File: src/sv/folb_pkg.sv
package folb_pkg;

    localparam int MAX_OVERLAY_COLS = 256;
    localparam int MAX_OVERLAY_ROWS = 256;
    localparam int COL_IDX_W = $clog2(MAX_OVERLAY_COLS);
    localparam int ROW_IDX_W = $clog2(MAX_OVERLAY_ROWS);
    localparam int STORE_DEPTH = MAX_OVERLAY_COLS * MAX_OVERLAY_ROWS;
    localparam int ADDR_W = $clog2(STORE_DEPTH);

    // wide enough for a 12 bit frame size and for the largest overlay size
    localparam int AXIS_W = 13;

    localparam int FRAME_W = 12;
    localparam int OVL_W = 9;
    localparam int FADE_W = 16;
    localparam int PIX_W = 8;
    localparam int CFG_IDX_W = 3;
    localparam int CFG_DATA_W = 16;

    localparam int WEIGHT_W = 17;
    localparam logic [WEIGHT_W-1:0] WEIGHT_ONE = 17'd65536;
    localparam logic [32:0] BLEND_DEN = 33'd16711680;

    localparam int QUEUE_DEPTH = 4;
    localparam int QPTR_W = $clog2(QUEUE_DEPTH);

    typedef enum logic [1:0] {
        OP_LOAD  = 2'd0,
        OP_START = 2'd1,
        OP_PIXEL = 2'd2,
        OP_TICK  = 2'd3
    } opcode_t;

    typedef enum logic [CFG_IDX_W-1:0] {
        REG_FRAME_WIDTH  = 3'd0,
        REG_FRAME_HEIGHT = 3'd1,
        REG_OVERLAY_COLS = 3'd2,
        REG_OVERLAY_ROWS = 3'd3,
        REG_FADE_IN_LEN  = 3'd4,
        REG_HOLD_LEN     = 3'd5,
        REG_FADE_OUT_LEN = 3'd6
    } cfg_reg_t;

    typedef struct packed {
        opcode_t           opcode;
        logic [FRAME_W-1:0] col;
        logic [FRAME_W-1:0] row;
        logic [PIX_W-1:0]   frame_luma;
        logic [PIX_W-1:0]   load_luma;
        logic [PIX_W-1:0]   load_alpha;
    } item_t;

    typedef struct packed {
        logic [PIX_W-1:0] out_luma;
        logic             covered;
        logic             showing;
    } result_t;

    typedef struct packed {
        logic [FRAME_W-1:0] frame_width;
        logic [FRAME_W-1:0] frame_height;
        logic [OVL_W-1:0]   overlay_cols;
        logic [OVL_W-1:0]   overlay_rows;
    } geom_cfg_t;

    typedef struct packed {
        logic [FADE_W-1:0] fade_in_len;
        logic [FADE_W-1:0] hold_len;
        logic [FADE_W-1:0] fade_out_len;
    } fade_cfg_t;

    // classified item as it travels from the front to the back
    typedef struct packed {
        opcode_t           op;
        logic              hit;
        logic [ADDR_W-1:0] addr;
        logic [PIX_W-1:0]  luma;
        logic [PIX_W-1:0]  alpha;
    } cmd_t;

    typedef struct packed {
        logic                active;
        logic [WEIGHT_W-1:0] weight;
    } back_stat_t;

endpackage

File: src/sv/folb_queue.sv
module folb_queue (
    input  logic                      clk,
    input  logic                      rst_n,
    input  logic                      push,
    input  folb_pkg::cmd_t            wdata,
    output logic                      full,
    input  logic                      pop,
    output folb_pkg::cmd_t            rdata,
    output logic                      empty,
    output logic [folb_pkg::QPTR_W:0] level
);
    import folb_pkg::*;

    cmd_t              entry_reg [QUEUE_DEPTH];
    logic [QPTR_W-1:0] wr_ptr_reg;
    logic [QPTR_W-1:0] wr_ptr_next;
    logic [QPTR_W-1:0] rd_ptr_reg;
    logic [QPTR_W-1:0] rd_ptr_next;
    logic [QPTR_W:0]   count_reg;
    logic [QPTR_W:0]   count_next;
    logic              do_push;
    logic              do_pop;

    assign full    = (count_reg == (QPTR_W+1)'(QUEUE_DEPTH));
    assign empty   = (count_reg == '0);
    assign level   = count_reg;
    assign rdata   = entry_reg[rd_ptr_reg];
    assign do_push = push && !full;
    assign do_pop  = pop && !empty;

    always_comb
    begin
        wr_ptr_next = wr_ptr_reg;
        rd_ptr_next = rd_ptr_reg;
        count_next  = count_reg;
        if (do_push)
        begin
            wr_ptr_next = (wr_ptr_reg == QPTR_W'(QUEUE_DEPTH - 1)) ? '0 : wr_ptr_reg + 1'b1;
        end
        if (do_pop)
        begin
            rd_ptr_next = (rd_ptr_reg == QPTR_W'(QUEUE_DEPTH - 1)) ? '0 : rd_ptr_reg + 1'b1;
        end
        if (do_push && !do_pop)
        begin
            count_next = count_reg + 1'b1;
        end
        else if (do_pop && !do_push)
        begin
            count_next = count_reg - 1'b1;
        end
    end

    always_ff @(posedge clk or negedge rst_n)
    begin
        if (!rst_n)
        begin
            wr_ptr_reg <= '0;
            rd_ptr_reg <= '0;
            count_reg  <= '0;
        end
        else
        begin
            wr_ptr_reg <= wr_ptr_next;
            rd_ptr_reg <= rd_ptr_next;
            count_reg  <= count_next;
        end
    end

    always_ff @(posedge clk)
    begin
        if (do_push)
        begin
            entry_reg[wr_ptr_reg] <= wdata;
        end
    end

endmodule

File: config.mk
export PLATFORM = sky130hd
export DESIGN_NAME = folb_queue
export DESIGN_NICKNAME = d
export VERILOG_FILES = /design/src/sv/folb_pkg.sv /design/src/sv/folb_queue.sv
export SDC_FILE = /design/constraint.sdc
export NUM_CORES = 1
export LEC_CHECK = 0
export BUFFER_PORTS_ARGS = -buffer_cell sky130_fd_sc_hd__buf_2
export CAP_MARGIN = 0
export CORE_MARGIN = 5
export CORE_UTILIZATION = 35
export CTS_BUF_LIST = sky130_fd_sc_hd__clkbuf_16
export DETAILED_ROUTE_END_ITERATION = 7
export PLACE_DENSITY_LB_ADDON = 0.05
export SETUP_SLACK_MARGIN = 0.05
export SYNTH_ARGS = -nofsm -noshare
export SYNTH_HDL_FRONTEND = slang
export SYNTH_SLANG_ARGS = --single-unit
File: constraint.sdc
create_clock -name clk -period 3.1 [get_ports clk]
set_input_delay 0.155 -clock clk [delete_from_list [all_inputs] [get_ports clk]]
set_output_delay 0.155 -clock clk [all_outputs]
set_load 0.01 [all_outputs]
Word level (Yosys, flattened, before mapping)
Memory sizes are Yosys's and may differ from the RTL's.
Cells that the tools add are included.
W data, S select, Z words.
{ "totals": {"output_inout_bits": 40, "reg_bits": 7, "inputBits": 39, "memories": 1, "ramBits": 140, "elab_cells": 27} }
{ "memory_table": {"columns": ["name", "words", "width", "rd", "rd_clocked_by_memory_dff", "wr", "line_no", "rtl"], "rows": [
  ["entry_reg", 4, 35, 1, 0, 1, "folb_queue.sv:14", "cmd_t entry_reg [QUEUE_DEPTH];"]
]} }
{ "classes": {"n_mux": 6, "eq_ne": 3, "reduce_logical": 10, "addsub": 4} }
{ "op_table": {"columns": ["operator", "count"], "rows": [
  ["$mux W3", 2],
  ["$add A2 B1 Y2 const B", 2],
  ["$eq A2 B2 Y1 const B", 2],
  ["$logic_and A1 B1 Y1", 4],
  ["$logic_not A1 Y1", 4],
  ["$mux W2", 2],
  ["$add A3 B1 Y3 const B", 1],
  ["$eq A3 B3 Y1 const B", 1],
  ["$logic_not A3 Y1", 1],
  ["$sub A3 B1 Y3 const B", 1],
  ["$mux W1", 2],
  ["$reduce_bool A2 Y1", 1]
]} }

Depth between registers and ports, before layout
{ "logic_depth": {"word_depth": 7, "ltp_mapped": 9, "mapped_depth_nobuf": 8} }

Worst setup path before layout
Ideal clock, no wire load.
{ "synth_path": {"path_type": "reg-to-reg", "startpoint": "register count_reg[2], in the netlist level[2]", "endpoint": "memory entry_reg[0][0] (netlist bit) (enable)", "slack_ns": 0.906, "setup_ns": 0.396, "stages_incl_launch_ff": 5, "synth_period_minus_slack_ns": 2.194, "path_buffers": 1, "t_arrival_ns": 1.798, "cell_sequence": "dfrtp_1 -> nor3b_2 -> nor2b_1 -> buf_2 -> and2_1"} }
{ "synth_via": {"elab_chain_len": 5} }
{ "synth_rtl": {"columns": ["item", "line_no", "rtl"], "rows": [
  ["start: declaration", "folb_queue.sv:19", "logic [QPTR_W:0] count_reg;"],
  ["start signal: assignment", "folb_queue.sv:66", "count_reg <= count_next;"],
  ["$eq A3 B3 Y1", "folb_queue.sv:24", "assign full = (count_reg == (QPTR_W+1)'(QUEUE_DEPTH));"],
  ["net full", "folb_queue.sv:6", "output logic full,"],
  ["$logic_not A1 Y1", "folb_queue.sv:28", "assign do_push = push && !full;"],
  ["$logic_and A1 B1 Y1", "folb_queue.sv:28", null],
  ["net do_push", "folb_queue.sv:21", "logic do_push;"],
  ["$mux W1", "folb_queue.sv:72", "if (do_push)"],
  ["$mux W1 (implied by the code)", "folb_queue.sv:74", "entry_reg[wr_ptr_reg] <= wdata;"],
  ["end: declaration", "folb_queue.sv:14", null]
]} }
The timed path passes the listed nets, and every way through them passes these cells.

==> results.cfg <==
[status]
outcome = completed

[clocking]
cts.clk_slew.worst_paths_ps = 50
htree_num_levels = 4
cts-root-buf = clkbuf_16
clock_path_buffers = 2
clock_sink_count = 147
cts_tree = done
clock_latency_ps = 410
cts_buffers = 17
cts_setup_buffers = 0

[logic_synthesis]
ys_ff_latch = 147
syn_nets = 266
synth.yosys.warnings = 0
synth_cell_types = 21
yosys.area.top_type = edfxtp_1
ys_top_cells_by_area = edfxtp_1, mux4_2, dfrtp_1
synth_area_um2 = 5490
seq_area_frac_synth = 0.797
synth_top_area_frac = 0.765
syn_avg_cell_area_um2 = 25.0
netlist_instances = 220

[pwr]
power_frac_seq = 0.444
power.density_nw_per_um2 = 917
p_clk_frac = 0.273
p_leak_nw = 2.51
p_switching_w = 0.00185
vdd_ir_drop_max_v = 0.000585
switching_share = 0.286
power_frac_comb = 0.282
p_int_w = 0.00463

[routing]
avgRoutedWirePerCell_um = 18.0
drc = 0
drt_iter0_drc = 96
drt_wl_total_mm = 10.4
via_count = 2628
drt-pass1-iter-count = 4
final_antenna_net_count = 0
viasPerCell = 4.55

[sta]
worst_slew_pin_slew_ps = 639
hold_violations = 0
post-route-period-util = 0.762
slew_viol_final = 0
tns_ps = 0
period_needed_ps = 2360
skew_ps = 8.64
max_freq_mhz = 423
setup_viol = 0
setup_ws_ps = 738
rsz0062_at_grt = no
max_slew_margin = 0.574

[floorplan]
rows = 45
io_pins = 79
initial_core_util = 0.359
core_um2 = 15300
die_x_um = 135
dieArea_um2 = 18300
die_h_um = 135

[grt]
grt_pass1_wl_mm = 16.3
track_usage = 0.123
grt_remaining_overflow = 0
antenna_found_initial = 0
grt_max_degree = 25
grt_pass1_vias = 2894

[cells_and_area]
finalNetCount = 402
largest_reg_flops = 140
areaGrowthSynthToFinish_pct = 28.7
drive_above_1_share = 0.433
n_antenna_cell = 0

[critical_path]
max_stage_delay_ps = 710
critPathKind = reg -> out
arrival_ps = 2210
start_kind = flip-flop
path_cells = buf_4, mux4_2, buf_2
cp.required_ps = 2940
end_kind = output pin
critPathSlowestCell = dfrtp_2
path_max_fanout = 16

[job]
cap_violations = 0

[placement]
dp.final_hpwl_mm = 6.64
gp_congestion = 0.675
io_buffer_count = 78
place_ws_ps = 828

[min_path]
worstHoldPathType = in -> reg
-- layout make-up --
cell class	instances	area (um^2)
fill	1337	8250
multi-input combinational	61	1050
inverter	3	11.3
clock inverter	13	82.6
clock buffer	17	425
timing repair buffer	126	853
tap	211	264
sequential	147	4380
-- what timing repair did --
item / in CTS / in global routing
setup endpoints to repair: 0 / 0
endpoints found under the hold margin: 147 / 0
hold buffers: 36 / 0
resized for setup: 0 / 0
-- critical path: cells and delay by family (launching register included) --
family	cells	cell delay, ps
mux	1	560
buf+inv	2	520
flops	1	710
-- routing by layer --
layer | share of wire | track usage
met1 | 0.45 | 0.157
met2 | 0.50 | 0.196
met3 | 0.042 | 0.0390
met4 | 0.012 | 0.0454
met5 | 0 | 0
-- stage by stage --
| step | std cells | area (um^2) | hold WS [ps] | power (W) | utilization |
|---|---|---|---|---|---|
| 2_1_floorplan | 220 | 5490 | -141 | 0.00404 | - |
| 3_3_place_gp | 512 | 6200 | 6.59 | 0.00479 | 0.405 |
| 3_5_place_dp | 512 | 6200 | -1.55 | 0.00479 | 0.405 |
| 4_1_cts | 578 | 7070 | 87.7 | 0.00662 | 0.461 |
| 5_1_grt | 578 | 7070 | 108 | 0.00685 | 0.461 |
| 6_report | 578 | 7070 | 102 | 0.00648 | 0.461 |
-- logic make-up after synthesis --
family          after synthesis  share of synthesized area
compound gates                2                    0.00364
xor+xnor                      3                    0.00478
mux                          39                      0.153
buf+inv                      12                     0.0128
flops                       147                      0.797
fa+ha+maj                     7                     0.0173
simple gates                 10                     0.0112
-- cell usage in the layout, fill, tap and decap left out, drive strengths merged --
master,n
edfxtp,140
buf,90
dlygate4sd3,36
mux4,35
clkbuf,17
inv,8
dfrtp,7
ha,6
clkinv,6
and2,4
mux2,4
nor3,2
nor2,2
xor2,2
nor3b,1
nor2b,1
o31ai,1
xnor2,1
a21o,1
fa,1
bufinv,1
clkinvlp,1
-- power by group through the flow --
| stage | sequential (W) | clock, W | combinational, W |
|---|---|---|---|
| 6_report | 0.00288 | 0.00177 | 0.00183 |
| 5_1_grt | 0.00293 | 0.00192 | 0.00200 |
| 4_1_cts | 0.00290 | 0.00182 | 0.00190 |
| 3_5_place_dp | 0.00294 | 0 | 0.00185 |
| 3_3_place_gp | 0.00293 | 0 | 0.00185 |
| 2_1_floorplan | 0.00278 | 0 | 0.00125 |
-- synthesized netlist by cell type --
cell,n
and2_1,4
a21o_1,1
o31ai_2,1
dfrtp_1,7
nor3b_2,1
mux2_2,2
clkbuf_1,2
nor2_1,2
inv_1,3
nor3_1,2
mux4_2,35
xnor2_1,1
edfxtp_1,140
ha_1,6
fa_1,1
buf_4,4
nor2b_1,1
mux2_4,2
buf_6,1
buf_2,2
xor2_1,2
-- path summary, 6_finish.rpt --
path	end	cells after the start	slack, ps	from
max in group asynchronous	rd_ptr_reg[0]	2	2820	rst_n
min in group asynchronous	level[2]	2	110	rst_n
max reg2reg	level[2]	8	840	level[2]
max	rdata[26]	3	740	rd_ptr_reg[0]
min	rd_ptr_reg[0]	3	100	pop
min reg2reg	level[2]	1	560	level[2]
No activity file was read; power rests on OpenSTA's default activity.
