## config.mk

```make
export PLATFORM = sky130hd
export DESIGN_NAME = folb_front
export DESIGN_NICKNAME = d
export VERILOG_FILES = /design/src/sv/folb_pkg.sv /design/src/sv/folb_front.sv
export SDC_FILE = /design/constraint.sdc
export NUM_CORES = 1
export LEC_CHECK = 0
export BUFFER_PORTS_ARGS = -buffer_cell sky130_fd_sc_hd__buf_2
export CORE_ASPECT_RATIO = 1.1
export CORE_MARGIN = 8
export CORE_UTILIZATION = 30
export DETAILED_ROUTE_END_ITERATION = 12
export GPL_TIMING_DRIVEN = 1
export SYNTH_ARGS = -nofsm -noshare
export SYNTH_HDL_FRONTEND = slang
export SYNTH_SLANG_ARGS = --single-unit
```

## constraint.sdc

```tcl
create_clock -name vclk -period 7.88
set_input_delay 0.788 -clock vclk [all_inputs]
set_output_delay 0.788 -clock vclk [all_outputs]
set_load 0.05 [all_outputs]
```

## src/sv/folb_pkg.sv

```systemverilog
package folb_pkg;

    localparam int MAX_OVERLAY_COLS = 256;
    localparam int MAX_OVERLAY_ROWS = 256;
    localparam int COL_IDX_W = $clog2(MAX_OVERLAY_COLS);
    localparam int ROW_IDX_W = $clog2(MAX_OVERLAY_ROWS);
    localparam int STORE_DEPTH = MAX_OVERLAY_COLS * MAX_OVERLAY_ROWS;
    localparam int ADDR_W = $clog2(STORE_DEPTH);

    // wide enough for a 12 bit frame size and for the largest overlay size
    localparam int AXIS_W = 13;

    localparam int FRAME_W = 12;
    localparam int OVL_W = 9;
    localparam int FADE_W = 16;
    localparam int PIX_W = 8;
    localparam int CFG_IDX_W = 3;
    localparam int CFG_DATA_W = 16;

    localparam int WEIGHT_W = 17;
    localparam logic [WEIGHT_W-1:0] WEIGHT_ONE = 17'd65536;
    localparam logic [32:0] BLEND_DEN = 33'd16711680;

    localparam int QUEUE_DEPTH = 4;
    localparam int QPTR_W = $clog2(QUEUE_DEPTH);

    typedef enum logic [1:0] {
        OP_LOAD  = 2'd0,
        OP_START = 2'd1,
        OP_PIXEL = 2'd2,
        OP_TICK  = 2'd3
    } opcode_t;

    typedef enum logic [CFG_IDX_W-1:0] {
        REG_FRAME_WIDTH  = 3'd0,
        REG_FRAME_HEIGHT = 3'd1,
        REG_OVERLAY_COLS = 3'd2,
        REG_OVERLAY_ROWS = 3'd3,
        REG_FADE_IN_LEN  = 3'd4,
        REG_HOLD_LEN     = 3'd5,
        REG_FADE_OUT_LEN = 3'd6
    } cfg_reg_t;

    typedef struct packed {
        opcode_t           opcode;
        logic [FRAME_W-1:0] col;
        logic [FRAME_W-1:0] row;
        logic [PIX_W-1:0]   frame_luma;
        logic [PIX_W-1:0]   load_luma;
        logic [PIX_W-1:0]   load_alpha;
    } item_t;

    typedef struct packed {
        logic [PIX_W-1:0] out_luma;
        logic             covered;
        logic             showing;
    } result_t;

    typedef struct packed {
        logic [FRAME_W-1:0] frame_width;
        logic [FRAME_W-1:0] frame_height;
        logic [OVL_W-1:0]   overlay_cols;
        logic [OVL_W-1:0]   overlay_rows;
    } geom_cfg_t;

    typedef struct packed {
        logic [FADE_W-1:0] fade_in_len;
        logic [FADE_W-1:0] hold_len;
        logic [FADE_W-1:0] fade_out_len;
    } fade_cfg_t;

    // classified item as it travels from the front to the back
    typedef struct packed {
        opcode_t           op;
        logic              hit;
        logic [ADDR_W-1:0] addr;
        logic [PIX_W-1:0]  luma;
        logic [PIX_W-1:0]  alpha;
    } cmd_t;

    typedef struct packed {
        logic                active;
        logic [WEIGHT_W-1:0] weight;
    } back_stat_t;

endpackage

```

## src/sv/folb_front.sv

```systemverilog
module folb_front (
    input  folb_pkg::item_t     item,
    input  folb_pkg::geom_cfg_t geom,
    output folb_pkg::cmd_t      cmd
);
    import folb_pkg::*;

    typedef struct packed {
        logic              hit;
        logic [AXIS_W-1:0] rel;
    } axis_t;

    // Window offset and size along one axis, then the position check.
    function automatic axis_t axis_check(
        input logic [FRAME_W-1:0] frame_len,
        input logic [OVL_W-1:0]   ov_len,
        input logic [AXIS_W-1:0]  max_len,
        input logic [FRAME_W-1:0] pos
    );
        logic [AXIS_W-1:0] fl;
        logic [AXIS_W-1:0] ov;
        logic [AXIS_W-1:0] off;
        logic [AXIS_W-1:0] size;
        logic [AXIS_W-1:0] p;
        axis_t             r;
        fl = AXIS_W'(frame_len);
        p  = AXIS_W'(pos);
        ov = (AXIS_W'(ov_len) > max_len) ? max_len : AXIS_W'(ov_len);
        if (ov >= fl)
        begin
            off  = '0;
            size = fl;
        end
        else
        begin
            off  = (fl - ov) >> 1;
            size = ov;
        end
        r.rel = p - off;
        r.hit = (p >= off) && (r.rel < size);
        return r;
    endfunction

    axis_t h_axis;
    axis_t v_axis;
    logic  load_in_range;
    logic [ADDR_W-1:0] pix_addr;
    logic [ADDR_W-1:0] load_addr;

    assign h_axis = axis_check(geom.frame_width, geom.overlay_cols,
                               AXIS_W'(MAX_OVERLAY_COLS), item.col);
    assign v_axis = axis_check(geom.frame_height, geom.overlay_rows,
                               AXIS_W'(MAX_OVERLAY_ROWS), item.row);

    assign load_in_range = (AXIS_W'(item.col) < AXIS_W'(MAX_OVERLAY_COLS))
                        && (AXIS_W'(item.row) < AXIS_W'(MAX_OVERLAY_ROWS));

    assign pix_addr = ADDR_W'(ADDR_W'(v_axis.rel[ROW_IDX_W-1:0])
                              * ADDR_W'(MAX_OVERLAY_COLS))
                    + ADDR_W'(h_axis.rel[COL_IDX_W-1:0]);
    assign load_addr = ADDR_W'(ADDR_W'(item.row[ROW_IDX_W-1:0])
                               * ADDR_W'(MAX_OVERLAY_COLS))
                     + ADDR_W'(item.col[COL_IDX_W-1:0]);

    always_comb
    begin
        cmd.op    = item.opcode;
        cmd.alpha = item.load_alpha;
        cmd.luma  = item.frame_luma;
        cmd.addr  = pix_addr;
        cmd.hit   = 1'b0;
        unique case (item.opcode)
            OP_LOAD:
            begin
                cmd.luma = item.load_luma;
                cmd.addr = load_addr;
                cmd.hit  = load_in_range;
            end
            OP_PIXEL:
            begin
                cmd.hit = h_axis.hit && v_axis.hit;
            end
            default:
            begin
                cmd.hit = 1'b0;
            end
        endcase
    end

endmodule

```

Yosys cells after proc, flatten, opt, wreduce, memory -nomap -nowiden
Cells that the tools add are included.
{ "classes": {"order_cmp": 10, "n_eq_ne": 1, "muxes": 8, "reduce_logical": 5, "n_addsub": 6} }
{ "op_table": {"columns": ["cell", "count"], "rows": [
  ["2-to-1 mux 12 bit", 4],
  ["adder 16 x 8 -> 16 bit", 2],
  ["< comparator 13 bit", 2],
  ["subtractor 12 x 9 -> 13 bit", 2],
  ["greater-or-equal comparator 9 x 12 -> 1 bit", 2],
  ["< comparator 12 x 9 -> 1 bit (second input constant)", 2],
  ["2-to-1 mux 24 bit", 1],
  ["greater-than comparator 9 bit (second input constant)", 2],
  ["2-to-1 mux 9 bit", 2],
  ["greater-or-equal comparator 12 x 13 -> 1 bit", 1],
  ["subtractor 12 x 12 -> 13 bit", 1],
  ["subtractor 12 x 13 -> 13 bit", 1],
  ["greater-or-equal comparator 12 bit", 1],
  ["logical AND 1 bit", 4],
  ["== test 2 bit (second input constant)", 1],
  ["logical NOT 2 bit", 1],
  ["case mux 1 bit (2 select lines)", 1]
]} }
{ "totals": {"elab_cells": 30, "input_bits": 92, "reg_bits": 0, "output_inout_bits": 35} }

Longest topological paths before layout
Gate-level depths: netlist of run 1.
{ "logic_depth": {"depth_word": 9, "mapped_depth": 27, "depth_no_buf": 26} }

Worst setup path after synthesis of run 1
No wires, ideal clock.
{ "synth_path": {"path_type": "input -> output", "from": "in geom[8] (netlist bit)", "to": "out cmd[32] (netlist bit)", "path_stages": 27, "n_path_buf": 2, "required_time_ps": 7092, "arrival_time_ps": 5938, "slack_ps": 1154, "path_cell_list": "inv_1 buf_1 nand2_1 ha_1 a21oi_1 a211oi_1 or3_1 nand2_2 nand2_2 buf_2 nand2_1 ha_1 nor2b_1 o2111ai_1 a21o_1 a41oi_1 o21a_1 nor2_1 xnor2_1 ha_1 nor4b_1 o21ai_0 a211oi_1 o221a_2 and3_1 o31ai_1 o21ai_1"} }
{ "synth_lines": {"columns": ["element", "line_no", "text"], "rows": [
  ["from (decl)", "folb_front.sv:3", "input folb_pkg::geom_cfg_t geom,"],
  ["to (decl)", "folb_front.sv:4", "output folb_pkg::cmd_t cmd"]
]} }

==> summary.md, run 1 <==
| Metric | Value |
|---|---|
| Outcome | `finished, final reports clean` |
| Sequential cell area | `0 um^2` |
| Effective utilization at floorplan | `30.4%` |
| Post-CTS Hold Buffers | `0` |
| Mean Syn Cell Area | `6.71 um^2` |
| Worst slew margin | `63.3%` |
| Worst slew pin tran | `0.550 ns` |
| Number of synthesis warnings | `0` |
| Hold Crit Class | `in -> out` |
| Most frequent cells in the layout | `buf_2 (111), nand2_1 (98), ha_1 (66), a21oi_1 (41), nor2_1 (38)` |
| PD cells | `180 nW/um^2` |
| Final hold violation count | `0` |
| Syn Inst Count | `between 400 and 500` |
| First DRT Iteration DRCs | `approximately 180` |
| First-pass DRT Iterations | `4` |
| Crit end category | `primary output` |
| Port-buffer cells | `111` |
| Hold path cells | `0` |
| Ranking of synthesized cells by area | `ha_1 (25%), nand2_1 (11%), a21oi_1 (6.3%), a21o_1 (6.0%), xnor2_1 (5.9%)` |
| Vias per cell | `around 5` |
| FILL cells | `1194` |
| Core Util, Final | `36.5%` |
| Setup violations, final | `0` |
| Largest net degree at the start of global routing | `27` |
| Min-delay src | `item[0]` |
| Final Max Tran Viols | `0` |
| Sw Pwr | `443 uW` |
| HPWL after detailed placement | `9770 um` |
| Fin nets | `749` |
| Worst endpoint required time | `a little over 7 ns` |
| Post-synthesis sequential area ratio | `0%` |
| Vias in the first global route | `about 4000` |
| Final instance area | `3920 um^2` |
| Die width | `116 um` |
| CTS resizes | `0` |
| Antenna Cells | `0` |
| Layout Area Growth over Synthesis | `20.0%` |
| Sequential cells | `0` |
| P_int | `263 uW` |
| DIE AREA | `14500 um^2` |
| Routed Wire Length | `11100 um` |
| Clock Power Share | `0%` |
| DR vias | `3754` |
| Synth unique cells | `55` |
| Post-route ant nets | `0` |
| Synth area leader | `ha_1` |
| Sw Ratio | `a little over three fifths` |
| Placed cell areas | `3920 um^2` |
| Kind of critical path | `in -> out` |
| Postcts setup bufs | `0` |
| # DRC | `0` |
| Final setup TNS | `0 ns` |
| Chip height | `between 100 and 150 um` |
| Crit-path max FO | `17` |
| Total power draw | `around 700 uW` |
| Leak Pwr | `around 2.1 nW` |
| Multi-input gate area | `3070 um^2` |
| Critical path launch point type | `input port` |
| Clock buffer cells | `0` |
| First-pass GRT wire length | `~18000 um` |
| WL per Instance | `15.2 um` |
| Mapped Area | `3270 um^2` |
| I/O pin count | `roughly 130` |
| Layout cell share with drive strength beyond 1 | `21.2%` |
| Synth top area share | `roughly a quarter` |
| Endpoint, Worst Hold | `cmd[0]` |
| Tot GR Track Use | `14.7%` |
| RSZ-0062 raised after global routing | `no` |
| Sequential Power Share | `0%` |
| Max IR drop VDD | `0.131 mV` |
| Initial antenna violation count | `0` |
| Worst Path Arrival | `6.41 ns` |
| Remaining global-route overflow | `0` |
| Std cell rows | `40` |
| GPL Wtd Cong | `slightly below 0.9` |
| Comb power frac | `100.0%` |
| Tcrit/Tclk final | `approximately nine tenths` |
| Fmax | `around 140 MHz` |
| Tmin final | `7.19 ns` |
| Leading cell type in the layout, fill and taps excluded | `buf_2` |
| Core ar. | `10800 um^2` |
| MaxCap Viol Count | `0` |
[per-stage QoR]
step | hold WS [ns] | instances | setup slack [ns]
after floorplan | 1.74 | 492 | 1.15
after global placement | 1.58 | 732 | 0.912
after detailed placement | 1.58 | 732 | 0.720
after CTS | 1.58 | 732 | 0.693
after global routing | 1.58 | 732 | 0.120
final | 1.58 | 732 | 0.686
[layout make-up]
cell class | count | area share (%)
multi-input cells | 447 | 78.3
inverters | 24 | 2.30
repair buffers | 114 | 14.7
well taps | 147 | 4.69
[how the worst max path moves through the flow]
stage	startpoint	to	slack [ns]	depth (start not counted)
4_1_cts	geom[8]	cmd[32]	0.69	28
3_3_place_gp	geom[8]	cmd[32]	0.91	27
5_1_grt	geom[8]	cmd[32]	0.12	28
3_5_place_dp	geom[8]	cmd[32]	0.72	28
6_report	geom[8]	cmd[32]	0.69	28
2_1_floorplan	geom[8]	cmd[32]	1.15	27
[kinds of logic (layout without fill, tap and decap cells)]
kind of cell | count (synthesis) | count (layout) | share of synthesized area [%]
adder cells (fa/ha/maj) | 70 | 70 | 27.7
buffers and inverters | 45 | 138 | 6.62
other | 1 | 6 | 0.115
multiplexers | 5 | 5 | 1.65
AND/OR/NAND/NOR | 196 | 196 | 26.9
AO/OA/AOI/OAI | 136 | 136 | 27.9
XOR/XNOR | 34 | 34 | 9.11
[critical path, cell delays in order]
cell and delay (ns):
buf_2 0.12, inv_1 0.32, nand2_1 0.10, ha_1 0.38
nand4_1 0.21, a211oi_1 0.36, or3_1 0.27, nand2_2 0.14
nand2_2 0.27, and2_1 0.20, ha_1 0.17, inv_1 0.05
fa_1 0.41, nand3_1 0.12, a21oi_1 0.08, nor3_1 0.39
o21bai_1 0.11, a21oi_1 0.18, xnor2_1 0.14, ha_1 0.26
a21oi_1 0.14, o22ai_1 0.10, a211oi_1 0.23, o221a_2 0.23
and3_1 0.15, o31ai_1 0.07, o21ai_1 0.13, buf_2 0.27
[layer usage]
layer	track usage (%)	up-vias	share of wire [%]
met3	1.49	4	5.7
met1	17.0	1708	43
li1	-	1943	-
met2	28.7	99	51
met5	0	-	0
met4	1.16	0	0.48
[power by group through the flow]
stage | registers (mW) | clock network (mW) | logic, mW
after floorplan | 0 | 0 | 0.546
after global placement | 0 | 0 | 0.695
after detailed placement | 0 | 0 | 0.705
after CTS | 0 | 0 | 0.709
after global routing | 0 | 0 | 0.781
final | 0 | 0 | 0.705
[synth_stat cells, types with 3 or more instances]
cell type,count
nor2b_1,5
a211o_1,3
o21a_1,11
and2_1,3
fa_1,4
xor2_1,12
ha_1,66
o21ai_0,12
nor3_1,9
a211oi_1,5
nor4_1,3
a21o_1,26
nor2_1,38
inv_1,23
a31oi_1,8
o2111ai_1,5
buf_4,10
nand3_1,8
nand2_1,98
clkbuf_1,7
xnor2_1,22
and3_1,9
nand4_1,11
o31ai_1,4
o21bai_1,6
a21oi_1,41
mux2_2,3
Power figures use the tool's default switching activity.
==> run 2: changes to the inputs <==
SLEW_MARGIN = 0   (was unset)
clock period = 6.1 ns   (was 7.88 ns; I/O delays follow)
==> run 2 against run 1 <==
Compared with the run above:
- utilization rose by 4.5 points
- cell area rose by 12%
- non-clock buffer count rose by 40
- first-iteration DRC count fell by 7.8%
- via count rose by 5.5%
- critical endpoint unchanged
- largest power group unchanged
==> summary.md, run 2 (synthesis gave the netlist of run 1 again) <==
| Metric | Value |
|---|---|
| Core ar. | `10800 um^2` |
| Fmax | `170 MHz` |
| HPWL after detailed placement | `about 9600 um` |
| Vias per cell | `5.13` |
| Layout Area Growth over Synthesis | `34.9%` |
| Chip height | `125 um` |
| Clock Power Share | `0%` |
| Sequential cells | `0` |
| Post-CTS Hold Buffers | `0` |
| Remaining global-route overflow | `0` |
| Sw Pwr | `598 uW` |
| Port-buffer cells | `approximately 110` |
| Tot GR Track Use | `~14%` |
| Setup violations, final | `0` |
| Final Max Tran Viols | `0` |
| MaxCap Viol Count | `0` |
| Antenna Cells | `0` |
| Core Util, Final | `41.0%` |
| PD cells | `226 nW/um^2` |
| GPL Wtd Cong | `0.933` |
| Sequential cell area | `0 um^2` |
| Kind of critical path | `in -> out` |
| # DRC | `0` |
| Routed Wire Length | `between 10000 and 15000 um` |
| Post-route ant nets | `0` |
| Largest net degree at the start of global routing | `27` |
| First DRT Iteration DRCs | `165` |
| Worst Path Arrival | `5.26 ns` |
| Setup WS post-layout | `0.230 ns` |
| Leading cell type in the layout, fill and taps excluded | `buf_2` |
| DIE AREA | `14500 um^2` |
| Sequential Power Share | `0%` |
| Tcrit/Tclk final | `a little over nine tenths` |
| Most frequent cells in the layout | `buf_2 (110), nand2_1 (98), ha_1 (57), buf_4 (43), nor2_1 (36)` |
| Fin nets | `between 700 and 800` |
| Max IR drop VDD | `0.182 mV` |
| Std cell rows | `40` |
| Clock buffer cells | `0` |
| Vias in the first global route | `3973` |
| Tmin final | `5.87 ns` |
| Initial antenna violation count | `0` |
| Worst slack, placed | `-0.0881 ns` |
| I/O pin count | `127` |
| Worst slew pin tran | `0.563 ns` |
| First-pass GRT wire length | `17700 um` |
| Critical path launch point type | `input port` |
| Layout cell share with drive strength beyond 1 | `31.5%` |
| Leak Pwr | `2.28 nW` |
| Effective utilization at floorplan | `30.4%` |
| DR vias | `3962` |
| Hold Crit Class | `in -> out` |
| Crit-path max FO | `9` |
| Worst slew margin | `roughly 62%` |
| Worst endpoint required time | `5.49 ns` |
| Outcome | `finished, final reports clean` |
| WL per Instance | `roughly 15 um` |
| First-pass DRT Iterations | `4` |
| Worst path slowest cell | `ha_1` |
| Sw Ratio | `60.1%` |
| Die width | `116 um` |
| Slowest stage delay, CP | `0.39 ns` |
| Total power draw | `995 uW` |
| Comb power frac | `100.0%` |
| P_int | `397 uW` |
| Final hold violation count | `0` |
| Crit end category | `primary output` |
-- run 2: repair_timing --
| item | CTS | global route |
|---|---|---|
| buffers inserted | 7 | 8 |
| endpoints found under the setup margin | 1 | 1 |
| cloned | 0 | 0 |
| gates resized for setup | 3 | 38 |
| pin swaps | 1 | 8 |
-- run 2: worst paths after layout --
kind / to / slack, ns / depth (start not counted) / startpoint
hold / removal: cmd[2] / 1.22 / 0 / item[2]
setup / recovery: cmd[32] / 0.23 / 27 / geom[8]
-- run 2: routing by layer --
layer | wire length, um | vias up | GRT usage, %
met5 | 0 | - | 0
met3 | 563 | 12 | 1.16
met1 | 4890 | 1812 | 17.2
met2 | 5790 | 118 | 26.6
li1 | - | 2020 | -
met4 | 142 | 0 | 2.09
-- run 2: final cells by class --
type | count | area [um^2]
tap | 147 | 184
inverter | 24 | 97.6
fill | 1121 | 6350
timing repair buffer | 154 | 885
multi-input combinational | 447 | 3240
-- run 2: per-stage QoR --
step           hold slack (ns)  setup TNS [ns]  instances  cell area [um^2]
5_1_grt                   1.22         -0.0542        772              4410
2_1_floorplan             1.39               0        492              3290
6_report                  1.22               0        772              4410
3_5_place_dp              1.22         -0.0881        757              4120
4_1_cts                   1.22               0        764              4180
3_3_place_gp              1.22               0        757              4120
-- run 2: power groups by stage --
| stage | clock network [mW] | registers, mW | logic, mW |
|---|---|---|---|
| after CTS | 0 | 0 | 0.948 |
| after floorplan | 0 | 0 | 0.705 |
| after detailed placement | 0 | 0 | 0.937 |
| after global placement | 0 | 0 | 0.922 |
| final | 0 | 0 | 0.995 |
| after global routing | 0 | 0 | 1.09 |
-- run 2: worst max-delay path, delay by kind of cell --
family                   cells  cell delay [ns]
XOR/XNOR                     1             0.14
buffers and inverters        5             0.85
adder cells (fa/ha/maj)      3             0.94
AND/OR/NAND/NOR              8             1.02
AO/OA/AOI/OAI               10             1.68
==> run 3: changes to the inputs <==
PLACE_DENSITY = 0.57   (was unset)
==> run 3 against run 2 <==
Compared with the run above:
- setup slack got worse by 0.00077 ns
- non-clock buffer count rose by 3
- flip-flop and latch count did not move
- sequential share of layout area did not move
- largest cell class unchanged
- count of clock-buffer cells in the layout did not move
- critical path depth rose by 3
- utilization rose by 2.4 points
- first-iteration DRC count fell by 22%
- combinational power rose by 5%
- routed wire length rose by 3.3%
- fmax barely moved
- cell count rose by 0.39%
==> summary.md, run 3 (synthesis gave the netlist of run 1 again) <==
| Metric | Value |
|---|---|
| Max IR drop VDD | `0.113 mV` |
| Sw Ratio | `slightly below 60%` |
| Worst path slowest cell | `ha_1` |
| Routed Wire Length | `around 12000 um` |
| Clock Power Share | `0%` |
| Final Max Tran Viols | `0` |
| Vias per cell | `5.09` |
| HPWL after detailed placement | `between 9000 and 10000 um` |
| Total power draw | `1.04 mW` |
| Antenna Cells | `0` |
| First-pass DRT Iterations | `4` |
| MaxCap Viol Count | `0` |
| First-pass GRT wire length | `18600 um` |
| Largest net degree at the start of global routing | `27` |
| Die width | `roughly 120 um` |
| Layout cell share with drive strength beyond 1 | `between 30% and 40%` |
| Chip height | `125 um` |
| Leading cell type in the layout, fill and taps excluded | `buf_2` |
| Setup WS post-layout | `0.229 ns` |
| Worst slew pin tran | `0.818 ns` |
| Post-route ant nets | `0` |
| Hold path cells | `0` |
| I/O pin count | `127` |
| DR vias | `between 3000 and 4000` |
| Final hold violation count | `0` |
| WL per Instance | `15.2 um` |
| Worst endpoint required time | `between 5 and 6 ns` |
| Sequential Power Share | `0%` |
| Effective utilization at floorplan | `30.4%` |
| Placed cell areas | `just over 4000 um^2` |
| Core ar. | `about 11000 um^2` |
| Final instance area | `4670 um^2` |
| Hold Crit Class | `in -> out` |
| First DRT Iteration DRCs | `128` |
| Worst slew margin | `45.0%` |
| Sequential cell area | `0 um^2` |
| Crit-path max FO | `3` |
| Remaining global-route overflow | `0` |
| # placed instances | `about 760` |
| Tmin final | `5.87 ns` |
| Std cell rows | `40` |
| Critical path launch point type | `input port` |
| Min Hold Slack | `1.22 ns` |
| Worst slack, placed | `-0.155 ns` |
| DIE AREA | `14500 um^2` |
| Sequential cells | `0` |
| Fmax | `170 MHz` |
| Setup violations, final | `0` |
| Fin nets | `just under 800` |
| Tot GR Track Use | `15.1%` |
| Initial antenna violation count | `0` |
| PD cells | `~220 nW/um^2` |
| Endpoint, Worst Hold | `cmd[0]` |
| Sw Pwr | `617 uW` |
| P_int | `428 uW` |
| Clock buffer cells | `0` |
| Non-Filler Instances | `775` |
| Min-delay src | `item[0]` |
| GPL Wtd Cong | `0.940` |
| # DRC | `0` |
| Slowest stage delay, CP | `0.37 ns` |
| Crit end category | `primary output` |
| Port-buffer cells | `111` |
| Layout Area Growth over Synthesis | `42.7%` |
| Leak Pwr | `2.33 nW` |
| Outcome | `finished, final reports clean` |
| Comb power frac | `100.0%` |
| Most frequent cells in the layout | `buf_2 (109), nand2_1 (90), ha_1 (47), buf_4 (44), nor2_1 (36)` |
| Tcrit/Tclk final | `96.2%` |
| Worst Path Arrival | `between 5 and 6 ns` |
| Kind of critical path | `in -> out` |
| Most frequent CP cell | `buf_4` |
| Vias in the first global route | `4120` |
[run 3: cell types whose count changed in the layout (fill, tap and decap cells not counted), moves of 2 or more]
cell | before | now
nor2b_2 | 2 | 0
nand2_4 | 0 | 2
nand2_2 | 2 | 7
nand2_1 | 98 | 90
o21ai_2 | 1 | 3
o21ai_0 | 8 | 6
a21oi_2 | 7 | 9
buf_6 | 1 | 4
a21oi_1 | 34 | 31
ha_1 | 57 | 47
ha_4 | 6 | 15
nor2b_4 | 0 | 2
[run 3: cell type report]
cell class	count	area (um^2)
fillers	1131	6090
multi-input cells	447	3460
repair buffers	157	921
well taps	147	184
inverters	24	97.6
[run 3: worst max-delay path: cells and delay by family]
family	cells	cell delay, ns
buf+inv	11	1.11
compound gates	11	1.74
simple gates	3	0.52
xor+xnor	1	0.15
fa+ha+maj	4	1.13
[run 3: worst max path at each step]
stage                   end      from  slack, ns
floorplan           cmd[32]   geom[8]       0.12
global placement    cmd[32]  geom[17]      -0.06
detailed placement  cmd[32]  geom[17]      -0.15
CTS                 cmd[32]   geom[8]       0.02
global route        cmd[32]  geom[17]      -0.05
finish              cmd[32]  geom[17]       0.23
[run 3: routing by layer]
| layer | GRT usage (%) | part of all wire, % | wire, um | vias up |
|---|---|---|---|---|
| met5 | 0 | 0 | 0 | - |
| met4 | 1.55 | 0.84 | 99 | 0 |
| met1 | 17.3 | 43 | 5040 | 1814 |
| met2 | 29.1 | 51 | 5990 | 89 |
| li1 | - | - | - | 2032 |
| met3 | 2.02 | 5.4 | 631 | 8 |
[run 3: metrics by stage]
| stage | setup TNS, ns | util, % |
|---|---|---|
| after floorplan | 0 | - |
| after global placement | -0.0577 | 38.2 |
| after detailed placement | -0.155 | 38.2 |
| after CTS | 0 | 39.3 |
| after global routing | -0.0458 | 43.4 |
| final | 0 | 43.4 |
[run 3: timing repair]
action                     CTS  global route
hold buffers                 0             0
resized for setup            7            79
buffers inserted            10             8
pin swaps                    2            29
setup endpoints to repair    1             1
[run 3: power by group through the flow]
stage,Clock (mW),Combinational [mW],Sequential [mW]
2_1_floorplan,0,0.705,0
3_3_place_gp,0,0.931,0
3_5_place_dp,0,0.943,0
4_1_cts,0,0.965,0
5_1_grt,0,1.15,0
6_report,0,1.04,0
